File: config.mk
export PLATFORM = sky130hd
export DESIGN_NAME = periodic_link_command_sequencer
export DESIGN_NICKNAME = d
export VERILOG_FILES = /design/src/hdl/plcs_pkg.sv /design/src/hdl/plcs_front.sv /design/src/hdl/plcs_queue.sv /design/src/hdl/plcs_back.sv /design/src/hdl/periodic_link_command_sequencer.sv
export SDC_FILE = /design/constraint.sdc
export NUM_CORES = 1
export LEC_CHECK = 0
export ABC_AREA = 0
export BUFFER_PORTS_ARGS = -buffer_cell sky130_fd_sc_hd__buf_2
export CORE_ASPECT_RATIO = 0.5
export CORE_MARGIN = 8
export CORE_UTILIZATION = 30
export CTS_BUF_LIST = sky130_fd_sc_hd__clkbuf_16
export DETAILED_ROUTE_END_ITERATION = 8
export PLACE_DENSITY = 0.5
export SLEW_MARGIN = 0
export SYNTH_ARGS = -nofsm -noshare
export SYNTH_HDL_FRONTEND = slang
export SYNTH_SLANG_ARGS = --single-unit
File: constraint.sdc
create_clock -name clock -period 6.6 [get_ports clock]
set_input_delay 0.66 -clock clock [delete_from_list [all_inputs] [get_ports clock]]
set_output_delay 0.66 -clock clock [all_outputs]
set_load 0.005 [all_outputs]
File: src/hdl/plcs_pkg.sv
// Shared types and constants of the periodic link command sequencer.
`timescale 1ns / 1ps
`default_nettype none

package plcs_pkg;

   // configuration port
   localparam int CSR_INDEX_W = 2;
   localparam int CSR_DATA_W  = 8;
   localparam logic [CSR_INDEX_W-1:0] CSR_ROUND_PERIOD = 2'd0;
   localparam logic [CSR_INDEX_W-1:0] CSR_MAX_ATTEMPTS = 2'd1;

   localparam logic [7:0] ROUND_PERIOD_RESET = 8'd20;
   localparam logic [3:0] MAX_ATTEMPTS_RESET = 4'd3;

   localparam int QUEUE_DEPTH_DEFAULT = 2;

   // input item kinds and line classes
   localparam logic       CMD_TICK  = 1'b0;
   localparam logic [1:0] KIND_ACK  = 2'd0;
   localparam logic [1:0] KIND_NACK = 2'd1;

   // outstanding command of a round
   localparam logic [2:0] PH_IDLE       = 3'd0;
   localparam logic [2:0] PH_PING       = 3'd1;
   localparam logic [2:0] PH_CONNECT    = 3'd2;
   localparam logic [2:0] PH_CONFIG     = 3'd3;
   localparam logic [2:0] PH_STOCK      = 3'd4;
   localparam logic [2:0] PH_SEND       = 3'd5;
   localparam logic [2:0] PH_DISCONNECT = 3'd6;

   // result codes
   localparam logic [2:0] CODE_PING    = 3'd0;
   localparam logic [2:0] CODE_CONNECT = 3'd1;
   localparam logic [2:0] CODE_STOCK   = 3'd3;
   localparam logic [2:0] CODE_FINISH  = 3'd6;

   // classified item passed from front to back
   typedef struct packed {
      logic               is_tick;
      logic               is_ack;
      logic               is_nack;
      logic signed [15:0] qty;
   } item_type;

   typedef struct packed {
      logic                   valid;
      logic [CSR_INDEX_W-1:0] index;
      logic [CSR_DATA_W-1:0]  data;
   } csr_write_type;

endpackage

`default_nettype wire

File: src/hdl/plcs_front.sv
// Front stage: takes input beats and classifies them into items.
`timescale 1ns / 1ps
`default_nettype none

module plcs_front (
   input  wire logic               clock,
   input  wire logic               reset,
   input  wire logic               req_valid,
   output logic                    req_stall,
   input  wire logic               req_command,
   input  wire logic [1:0]         req_response_kind,
   input  wire logic signed [15:0] req_stock_quantity,
   input  wire logic               q_full,
   output logic                    q_push,
   output plcs_pkg::item_type      q_item
);

   logic               front_valid_ff;
   logic               front_valid_in;
   plcs_pkg::item_type front_item_ff;
   plcs_pkg::item_type front_item_in;
   logic               load;

   assign req_stall = front_valid_ff && q_full;
   assign load      = req_valid && !req_stall;
   assign q_push    = front_valid_ff && !q_full;
   assign q_item    = front_item_ff;

   always_comb begin
      front_valid_in = load || (front_valid_ff && !q_push);
      front_item_in  = front_item_ff;
      if (load) begin
         front_item_in.is_tick = (req_command == plcs_pkg::CMD_TICK);
         front_item_in.is_ack  = (req_command != plcs_pkg::CMD_TICK) &&
                                 (req_response_kind == plcs_pkg::KIND_ACK);
         front_item_in.is_nack = (req_command != plcs_pkg::CMD_TICK) &&
                                 (req_response_kind == plcs_pkg::KIND_NACK);
         front_item_in.qty     = req_stock_quantity;
      end
   end

   always_ff @(posedge clock) begin
      if (reset) begin
         front_valid_ff <= 1'b0;
      end else begin
         front_valid_ff <= front_valid_in;
      end
      front_item_ff <= front_item_in;
   end

endmodule

`default_nettype wire

File: src/hdl/plcs_queue.sv
// Short item queue between the front and back stages.
`timescale 1ns / 1ps
`default_nettype none

module plcs_queue #(
   parameter int DEPTH = plcs_pkg::QUEUE_DEPTH_DEFAULT
) (
   input  wire logic                clock,
   input  wire logic                reset,
   input  wire logic                push,
   input  wire plcs_pkg::item_type  push_item,
   input  wire logic                pop,
   output plcs_pkg::item_type       head_item,
   output logic                     full,
   output logic                     empty
);

   localparam int PTR_W = (DEPTH > 1) ? $clog2(DEPTH) : 1;
   localparam int CNT_W = $clog2(DEPTH + 1);
   localparam logic [PTR_W-1:0] LAST   = PTR_W'(DEPTH - 1);
   localparam logic [CNT_W-1:0] CNT_MAX = CNT_W'(DEPTH);

   plcs_pkg::item_type entry_ff [DEPTH];
   logic [PTR_W-1:0]   wr_ptr_ff, wr_ptr_in;
   logic [PTR_W-1:0]   rd_ptr_ff, rd_ptr_in;
   logic [CNT_W-1:0]   count_ff, count_in;
   logic               do_push, do_pop;

   assign full      = (count_ff == CNT_MAX);
   assign empty     = (count_ff == '0);
   assign do_push   = push && !full;
   assign do_pop    = pop && !empty;
   assign head_item = entry_ff[rd_ptr_ff];

   always_comb begin
      wr_ptr_in = wr_ptr_ff;
      rd_ptr_in = rd_ptr_ff;
      count_in  = count_ff;
      if (do_push) begin
         wr_ptr_in = (wr_ptr_ff == LAST) ? '0 : wr_ptr_ff + 1'b1;
      end
      if (do_pop) begin
         rd_ptr_in = (rd_ptr_ff == LAST) ? '0 : rd_ptr_ff + 1'b1;
      end
      if (do_push && !do_pop) begin
         count_in = count_ff + 1'b1;
      end else if (do_pop && !do_push) begin
         count_in = count_ff - 1'b1;
      end
   end

   always_ff @(posedge clock) begin
      if (reset) begin
         wr_ptr_ff <= '0;
         rd_ptr_ff <= '0;
         count_ff  <= '0;
      end else begin
         wr_ptr_ff <= wr_ptr_in;
         rd_ptr_ff <= rd_ptr_in;
         count_ff  <= count_in;
      end
      if (do_push) begin
         entry_ff[wr_ptr_ff] <= push_item;
      end
   end

endmodule

`default_nettype wire

File: src/hdl/plcs_back.sv
// Back stage: round sequencing, settings registers and the result register.
`timescale 1ns / 1ps
`default_nettype none

module plcs_back (
   input  wire logic               clock,
   input  wire logic               reset,
   input  wire plcs_pkg::csr_write_type csr_wr,
   output logic                    csr_ready,
   input  wire logic               q_empty,
   input  wire plcs_pkg::item_type q_item,
   output logic                    q_pop,
   output logic                    rsp_valid,
   input  wire logic               rsp_stall,
   output logic [2:0]              rsp_command_code,
   output logic signed [15:0]      rsp_stock_value,
   output logic                    rsp_station_mode,
   output logic                    rsp_round_failed
);

   logic [7:0] period_ff, period_in;
   logic [3:0] max_att_ff, max_att_in;

   logic [7:0] sec_ff, sec_in;
   logic       station_ff, station_in;
   logic [2:0] phase_ff, phase_in;
   logic [3:0] attempt_ff, attempt_in;
   logic       error_ff, error_in;

   // remainder pass bringing the second count below a new period
   logic       busy_ff, busy_in;
   logic [2:0] step_ff, step_in;
   logic [7:0] rem_ff, rem_in;
   logic [8:0] rem_trial;

   logic              out_valid_ff, out_valid_in;
   logic [2:0]        out_code_ff, out_code_in;
   logic signed [15:0] out_stock_ff, out_stock_in;
   logic              out_station_ff, out_station_in;
   logic              out_failed_ff, out_failed_in;

   logic       take;
   logic       cfg_we;
   logic [8:0] sec_inc;
   logic [3:0] limit;
   logic [3:0] att_next;
   logic       resolved;
   logic       emit;

   assign csr_ready = !busy_ff;
   assign cfg_we    = csr_wr.valid && csr_ready;
   assign take      = !q_empty && !busy_ff && (!out_valid_ff || !rsp_stall);
   assign q_pop     = take;

   assign rsp_valid        = out_valid_ff;
   assign rsp_command_code = out_code_ff;
   assign rsp_stock_value  = out_stock_ff;
   assign rsp_station_mode = out_station_ff;
   assign rsp_round_failed = out_failed_ff;

   assign sec_inc   = {1'b0, sec_ff} + 9'd1;
   assign limit     = (max_att_ff == 4'd0) ? 4'd1 : max_att_ff;
   assign att_next  = attempt_ff + 4'd1;
   assign rem_trial = {rem_ff, sec_ff[step_ff]};

   always_comb begin
      period_in  = period_ff;
      max_att_in = max_att_ff;
      sec_in     = sec_ff;
      station_in = station_ff;
      phase_in   = phase_ff;
      attempt_in = attempt_ff;
      error_in   = error_ff;
      busy_in    = busy_ff;
      step_in    = step_ff;
      rem_in     = rem_ff;
      resolved   = 1'b0;
      emit       = 1'b0;

      out_code_in    = out_code_ff;
      out_stock_in   = out_stock_ff;
      out_station_in = out_station_ff;
      out_failed_in  = out_failed_ff;

      if (cfg_we) begin
         case (csr_wr.index)
            plcs_pkg::CSR_ROUND_PERIOD: begin
               period_in = csr_wr.data;
               if (csr_wr.data != 8'd0) begin
                  busy_in = 1'b1;
                  step_in = 3'd7;
                  rem_in  = 8'd0;
               end
            end
            plcs_pkg::CSR_MAX_ATTEMPTS: max_att_in = csr_wr.data[3:0];
            default: ;
         endcase
      end

      if (busy_ff) begin
         if (rem_trial >= {1'b0, period_ff}) begin
            rem_in = 8'(rem_trial - {1'b0, period_ff});
         end else begin
            rem_in = rem_trial[7:0];
         end
         step_in = step_ff - 3'd1;
         if (step_ff == 3'd0) begin
            busy_in = 1'b0;
            sec_in  = rem_in;
         end
      end

      if (take) begin
         if (q_item.is_tick) begin
            if (period_ff == 8'd0) begin
               sec_in = sec_inc[7:0];
            end else begin
               sec_in = (sec_inc == {1'b0, period_ff}) ? 8'd0 : sec_inc[7:0];
            end
            if (sec_in == 8'd0 && phase_ff == plcs_pkg::PH_IDLE) begin
               attempt_in   = 4'd0;
               error_in     = 1'b0;
               emit         = 1'b1;
               out_stock_in = 16'sd0;
               out_failed_in = 1'b0;
               if (station_ff) begin
                  phase_in    = plcs_pkg::PH_CONNECT;
                  out_code_in = plcs_pkg::CODE_CONNECT;
               end else begin
                  phase_in    = plcs_pkg::PH_PING;
                  out_code_in = plcs_pkg::CODE_PING;
               end
            end
         end else if (phase_ff != plcs_pkg::PH_IDLE) begin
            attempt_in = att_next;
            resolved   = q_item.is_ack || q_item.is_nack || (att_next >= limit);
            if (resolved) begin
               attempt_in    = 4'd0;
               error_in      = error_ff || !q_item.is_ack;
               emit          = 1'b1;
               out_stock_in  = 16'sd0;
               out_failed_in = 1'b0;
               case (phase_ff)
                  plcs_pkg::PH_PING: begin
                     if (q_item.is_ack) begin
                        station_in = 1'b1;
                     end
                     phase_in      = plcs_pkg::PH_IDLE;
                     out_code_in   = plcs_pkg::CODE_FINISH;
                     out_failed_in = error_in;
                  end
                  plcs_pkg::PH_DISCONNECT: begin
                     if (error_in) begin
                        station_in = 1'b0;
                     end
                     phase_in      = plcs_pkg::PH_IDLE;
                     out_code_in   = plcs_pkg::CODE_FINISH;
                     out_failed_in = error_in;
                  end
                  default: begin
                     // connect..send: the next command goes out
                     phase_in    = phase_ff + 3'd1;
                     out_code_in = phase_ff;
                     if (phase_ff == plcs_pkg::CODE_STOCK) begin
                        out_stock_in = q_item.qty;
                     end
                  end
               endcase
            end
         end
         out_station_in = station_in;
      end

      if (take) begin
         out_valid_in = emit;
      end else if (out_valid_ff && !rsp_stall) begin
         out_valid_in = 1'b0;
      end else begin
         out_valid_in = out_valid_ff;
      end
   end

   always_ff @(posedge clock) begin
      if (reset) begin
         period_ff    <= plcs_pkg::ROUND_PERIOD_RESET;
         max_att_ff   <= plcs_pkg::MAX_ATTEMPTS_RESET;
         sec_ff       <= 8'd0;
         station_ff   <= 1'b0;
         phase_ff     <= plcs_pkg::PH_IDLE;
         attempt_ff   <= 4'd0;
         error_ff     <= 1'b0;
         busy_ff      <= 1'b0;
         out_valid_ff <= 1'b0;
      end else begin
         period_ff    <= period_in;
         max_att_ff   <= max_att_in;
         sec_ff       <= sec_in;
         station_ff   <= station_in;
         phase_ff     <= phase_in;
         attempt_ff   <= attempt_in;
         error_ff     <= error_in;
         busy_ff      <= busy_in;
         out_valid_ff <= out_valid_in;
      end
      step_ff        <= step_in;
      rem_ff         <= rem_in;
      out_code_ff    <= out_code_in;
      out_stock_ff   <= out_stock_in;
      out_station_ff <= out_station_in;
      out_failed_ff  <= out_failed_in;
   end

endmodule

`default_nettype wire

File: src/hdl/periodic_link_command_sequencer.sv
// Usage: req_ beats are one-second ticks (req_command 0) or classified response
// lines (req_command 1, req_response_kind ACK/NACK/other, req_stock_quantity).
// Each beat gives at most one rsp_ beat: the next command code, or the
// round-finished report with rsp_round_failed; rsp_station_mode follows.
// A beat moves on valid high with stall low on either channel.
// csr_ writes (valid/ready) set round_period (index 0) and max_attempts
// (index 1); write them only while the block is idle.
// Taken beats pass the front register and queue; the result is registered.
// Throughput: one request beat per cycle while req_stall is low; the back stage
// updates the sequencer state as it takes each item.
// Writing a non-zero round_period starts a bit-serial remainder pass on the
// second counter; csr_ready is low and no item is processed meanwhile.
// A stalled result holds in the output register; the queue and front register
// keep absorbing beats until full, then req_stall rises.
// Reset (synchronous) returns to probe mode, idle, period 20, attempts 3;
// csr_ready is high straight after reset.
`timescale 1ns / 1ps
`default_nettype none

module periodic_link_command_sequencer #(
   parameter int QUEUE_DEPTH = plcs_pkg::QUEUE_DEPTH_DEFAULT
) (
   input  wire logic                                clock,
   input  wire logic                                reset,
   input  wire logic                                req_valid,
   output logic                                     req_stall,
   input  wire logic                                req_command,
   input  wire logic [1:0]                          req_response_kind,
   input  wire logic signed [15:0]                  req_stock_quantity,
   output logic                                     rsp_valid,
   input  wire logic                                rsp_stall,
   output logic [2:0]                               rsp_command_code,
   output logic signed [15:0]                       rsp_stock_value,
   output logic                                     rsp_station_mode,
   output logic                                     rsp_round_failed,
   input  wire logic                                csr_valid,
   output logic                                     csr_ready,
   input  wire logic [plcs_pkg::CSR_INDEX_W-1:0]    csr_index,
   input  wire logic [plcs_pkg::CSR_DATA_W-1:0]     csr_data
);

   plcs_pkg::item_type      push_item;
   plcs_pkg::item_type      head_item;
   plcs_pkg::csr_write_type csr_wr;
   logic                    q_push, q_pop, q_full, q_empty;

   assign csr_wr.valid = csr_valid;
   assign csr_wr.index = csr_index;
   assign csr_wr.data  = csr_data;

   plcs_front u_front (
      .clock              (clock),
      .reset              (reset),
      .req_valid          (req_valid),
      .req_stall          (req_stall),
      .req_command        (req_command),
      .req_response_kind  (req_response_kind),
      .req_stock_quantity (req_stock_quantity),
      .q_full             (q_full),
      .q_push             (q_push),
      .q_item             (push_item)
   );

   plcs_queue #(
      .DEPTH (QUEUE_DEPTH)
   ) u_queue (
      .clock     (clock),
      .reset     (reset),
      .push      (q_push),
      .push_item (push_item),
      .pop       (q_pop),
      .head_item (head_item),
      .full      (q_full),
      .empty     (q_empty)
   );

   plcs_back u_back (
      .clock            (clock),
      .reset            (reset),
      .csr_wr           (csr_wr),
      .csr_ready        (csr_ready),
      .q_empty          (q_empty),
      .q_item           (head_item),
      .q_pop            (q_pop),
      .rsp_valid        (rsp_valid),
      .rsp_stall        (rsp_stall),
      .rsp_command_code (rsp_command_code),
      .rsp_stock_value  (rsp_stock_value),
      .rsp_station_mode (rsp_station_mode),
      .rsp_round_failed (rsp_round_failed)
   );

endmodule

`default_nettype wire

Word-level counts from Yosys, hierarchy flattened
Memories as Yosys holds them, arrays and structs flattened. A register that Yosys moved wholly into a read port is not among the register bits.
Index checks and enable logic that the tools add are counted.
W data, S select, Z words.
- register bits after elaboration: 87
- RAM bits: 38
- input port bits: 34
- logic and storage cells: 173
- memories kept: 1
- memory list (memory ; depth ; width ; rd ports ; clocked after memory_dff ; wr ports ; line ; RTL):
    u_queue.entry_ff ; 2 ; 19 ; 1 ; 1 ; 1 ; plcs_queue.sv:23 ; plcs_pkg::item_type entry_ff [DEPTH];
- add/subtract/negate cells: 9
- magnitude comparators: 3
- eq/ne operators: 8
- multiplexer cells: 75
- bitwise operators: 1
- reduce and logical (&&, ||, !) cells: 53
- operator list (operator ; number):
    $mux W8 ; 13
    $mux W16 ; 6
    $mux W3 ; 14
    $mux W1 ; 32
    $mux W4 ; 5
    $logic_not A8 Y1 ; 2
    $logic_and A1 B1 Y1 ; 15
    $reduce_bool A2 Y1 ; 7
    $logic_not A1 Y1 ; 10
    $add A8 B1 Y9 const B ; 1
    $eq A9 B8 Y1 ; 1
    $ge A9 B8 Y1 ; 1
    $reduce_bool A8 Y1 ; 1
    $sub A8 B8 Y8 ; 1
    $logic_not A2 Y1 ; 3
    $logic_not A3 Y1 ; 2
    $mux W2 ; 3
    $reduce_and A3 Y1 ; 2
    $logic_or A1 B1 Y1 ; 5
    $add A4 B1 Y4 const B ; 1
    $eq A2 B1 Y1 const B ; 2
    $ge A4 B4 Y1 ; 1
    $logic_not A4 Y1 ; 1
    $lt A3 B4 Y1 const B ; 1
    17 further kinds ; 19

Logic depth before layout (Yosys ltp)
- depth in word-level cells: 11
- depth in mapped cells: 12
- gate-level depth less buffers: 11

Modules after synthesis
Synthesis repeated with hierarchy kept, for this count alone.
- cell total of the unflattened synthesis: 506
- area total of the unflattened synthesis: 6014.5 µm²
- by module, submodules not included (module ; times used ; cells each ; area each (µm²) ; sequential area each (µm²)):
    plcs_back ; 1 ; 394 ; 3782.4 ; 1581.5
    plcs_queue ; 1 ; 84 ; 1585.3 ; 1241.2
    plcs_front ; 1 ; 28 ; 646.9 ; 590.6

Worst setup path before layout
No wires, ideal clock.
- kind: register -> register
- start point: register u_back.step_ff[0]
- end point: register u_back.sec_ff[2]
- setup time: 0.120 ns
- arrival time: 3.019 ns
- data required time: 6.480 ns
- setup slack: 3.461 ns
- stages on the path, launching flop included: 12
- buffers on the path: 1
- period minus slack after synthesis: 3.139 ns
- cells stage by stage: edfxtp_1 -> mux4_2 -> mux2i_1 -> ha_1 -> nor2b_1 -> o31a_1 -> o31a_1 -> o41ai_1 -> clkbuf_1 -> mux2i_1 -> nor2_1 -> a211o_1
- word-level cells in the longest chain between the ends: 8
- elaborated cells between the ends (all ways): 10
- classes of those cells: add/sub: 1; order compare: 1; mux: 7; reduce/logical: 1
- ends and longest elaborated chain (element ; line ; RTL):
    start: declaration ; plcs_back.sv:32 ; logic [2:0] step_ff, step_in;
    start signal: assignment ; plcs_back.sv:205 ; step_ff <= step_in;
    $bmux W1 S3 ; plcs_back.sv:64 ; assign rem_trial = {rem_ff, sec_ff[step_ff]};
    $mux W1 (implied by the code) ; plcs_back.sv:64 ;
    $sub A8 B8 Y8 or $ge A9 B8 Y1 (tied branches) ; plcs_back.sv:102, plcs_back.sv:101 ;
    $mux W8 ; plcs_back.sv:101 ; if (rem_trial >= {1'b0, period_ff}) begin
    $mux W8 (*) ; plcs_back.sv:107 ; if (step_ff == 3'd0) begin
    $mux W8 (*) ; plcs_back.sv:100 ; if (busy_ff) begin
    $mux W8 ; plcs_back.sv:114 ; if (q_item.is_tick) begin
    $mux W8 (*) ; plcs_back.sv:113 ; if (take) begin
    end signal: assignment ; plcs_back.sv:197 ; sec_ff <= sec_in;
    end: declaration ; plcs_back.sv:24 ; logic [7:0] sec_ff, sec_in;
Mark *: on every way between the ends. The rest lies on a longest branch, timed or not. The select of a mux whose other input is x is not followed.
A chain may end at the register's enable or synchronous reset.

==> impl_metrics.toml <==
[layout]
fillerInstances = 1852
regArea_um2 = 3410
fin_area_um2 = 6920
multiInputGateArea_um2 = 2160
area_growth_pct = 20.6
utilization_pct = 37.3
layout-drive-gt1-share_pct = 20.0
final_cells = 809
fin_nets = 594
diodes = 0

[synth]
synth_top_area_cell = "edfxtp_1"
ys_types = 62
postSynthCellCount = 473
synth_fa_ha_area_share_pct = 5.15
synth_top_family_by_area = "simple AND/OR/NAND/NOR gates"
ys.flop_type = "edfxtp_1"
synth_edf_count = 89
synth-seq-cells = 126
async_flop_share_pct = 0
synth_top_area_share_pct = 46.6
ys_seq_area_share_pct = 59.5
synthMuxAreaShare_pct = 6.59
synth_nets = 530
synth-simple-area-share_pct = 11.7
synth_area_um2 = 5740
synthTopCellsByArea = "edfxtp_1 47%, dfxtp_1 13%, mux2i_1 5.4%"
synth-warning-count = 0
synth_compound_area_share_pct = 10.9
synth_area_per_cell_um2 = 12.1
synth_xor_area_share_pct = 3.21

[cts]
cts_hold_buf = 0
clockBufferDepth = 2
cts-root-buf = "clkbuf_16"
numCtsBuffers = 17
clock_sinks = 126
cts_tree = "built"
clk_pin_slew_worst_paths_ns = 0.07
worst_skew_pair.late_latency_ns = 0.41
cts_resized = 0
post-cts-setup-buffers = 0
htreeDepth = 4

[placed_design]
dp.cells = 777
io_buffers = 57
dpl.hpwl_um = 9300
post-place-ws_ns = 3.24
gp_congestion = 0.811
dpl-instance-area_um2 = 6310

[min_path]
min_path_type = "input pin to flip-flop"
hold_depth = 1

[setup_path]
cp-start-kind = "flip-flop"
crit_chain = "buf_4 > mux2i_1 > nor2_1 > nand4_1 > o31ai_1 > a31o_2 > nand3_2 > clkinv_1 > a311oi_1"
cp-end-kind = "flip-flop"
rr_worst_depth = 9
cp_data_arrival_time_ns = 3.73
crit_type = "flip-flop to flip-flop"
cp.required_ns = 6.91
critPathMaxFanout = 21
worst_path_max_delay_cell = "clkinv_1"
max_stage_delay_ns = 0.65

[sta]
relSlewSlack_pct = 31.0
fin_ws_ns = 3.18
worst_slew_pin_slew_ns = 1.03
worst_clock_skew_ns = 0.0149
hold_violations = 0
fmax_mhz = 292
tns_ns = 0
rsz0062_at_grt = "false"
period_share_pct = 51.9
min_period_ns = 3.42
setup_viol = 0
holdWs_ns = 0.423
drv_slew = 0

[floorplanning]
dieHeight_um = 114
rows = 35
start_util_pct = 30.9
die_w_um = 212
dieArea_um2 = 24100
core-area_um2 = 18600
io_pins = 58

[drt]
vias = 3844
wl_per_cell_um = 16.1
ant_nets = 0
drtPass1Iterations = 4
dr.first_iter.drc_count = 316
drc = 0
drt-total-wl_um = 13100
vias_per_cell = 4.75

[pwr]
power_per_cell_area_nw_per_um2 = 326
power_mw = 2.25
power_leakage_nw = 2.61
max-vdd-ir-drop_mv = 0.180

[grt]
grt_pass1_vias = 3931
antenna_found_initial = 0
grt_pass1_wl_um = 21200
grt_max_degree = 27
grtUsageTotal_pct = 11.3
gr-total-overflow = 0

[job]
cap_viol_max_count = 0

[run_status]
outcome = "completed"
-- synth_stat cells, types with 4 or more instances --
cell type,count
nand2b_1,5
xnor2_1,12
o21ai_0,15
nor3b_1,5
ha_1,22
nor2b_1,4
inv_1,23
mux2i_1,31
o211a_1,5
nor2_1,60
nand4_1,6
and3_1,4
a21oi_1,10
nor4_1,4
edfxtp_1,89
o31a_1,4
a211oi_1,7
dfxtp_1,37
o211ai_1,5
xor2_1,9
nor3_1,9
nand2_1,28
clkbuf_1,9
-- per-layer routing --
metal  share of wire [%]  GRT usage [%]  vias to the layer above
li1                    -              -                     1891
met1                  50           15.1                     1850
met2                  45           17.5                       93
met3                 4.2           2.85                       10
met4                 1.0           4.15                        0
met5                   0              0                        -
-- worst max-delay path: cells and delay by family (launching register included) --
kind	cells	cell delay, ns
buffers and inverters	2	1.01
AOI/OAI and AO/OA	3	0.81
muxes	1	0.54
DFF	1	0.53
and+or+nand+nor	3	0.42
-- kinds of logic after synthesis --
family,Yosys count
AO/OA/AOI/OAI,86
XOR/XNOR,21
adder cells (fa/ha/maj),23
buffers and inverters,42
flip-flops,126
multiplexers,35
AND/OR/NAND/NOR,140
-- flip-flops by register name, indices dropped and copies added, names as in the netlist, 2 cells and up, named ones only --
signal and count:
u_back.phase_ff 3, u_back.rsp_command_code 3, u_back.period_ff 8, u_front.q_item 19
u_queue.count_ff 2, u_back.attempt_ff 4, u_back.max_att_ff 4, u_back.step_ff 3
u_back.sec_ff 8, u_queue.entry_ff 38, u_back.rem_ff 8, u_back.rsp_stock_value 16
-- cell usage in the layout (no fill, tap or decap), types with 4 or more instances in the layout --
cell	instances
edfxtp_1	89
nor2_1	59
buf_2	57
dfxtp_1	37
mux2i_1	31
nand2_1	28
inv_1	23
ha_1	22
clkbuf_16	17
o21ai_0	15
xnor2_1	12
a21oi_1	10
nor3_1	9
xor2_1	9
a211oi_1	7
nand4_1	6
nand2b_1	5
o211ai_1	5
nor3b_1	5
o211a_1	5
inv_6	5
and3_1	4
nor4_1	4
o31a_1	4
buf_4	4
-- cell type report --
cell class                      count  share of cell area, %
Clock buffer                       17                   6.15
Sequential cell                   126                   49.3
Multi-Input combinational cell    305                   31.3
Clock inverter                     15                   2.59
Inverter                           26                   1.41
Tap cell                          259                   4.68
Timing Repair Buffer               61                   4.56
-- path summary, 6_finish.rpt --
path                          start                       to  slack [ns]
max                       flip-flop       u_back.phase_ff[1]        3.18
min          req_stock_quantity[12]       u_front.q_item[12]        0.42
max reg2reg               flip-flop       u_back.phase_ff[1]        3.18
min reg2reg      u_front.q_item[15]  u_queue.entry_ff[1][15]        0.45
-- where the power goes --
part           total (mW)  switching [mW]  leakage (nW)  internal [mW]
clock               0.952           0.382         0.290          0.570
combinational       0.331           0.201          1.18          0.130
sequential          0.969          0.0448          1.15          0.924
Power figures use the tool's default switching activity.
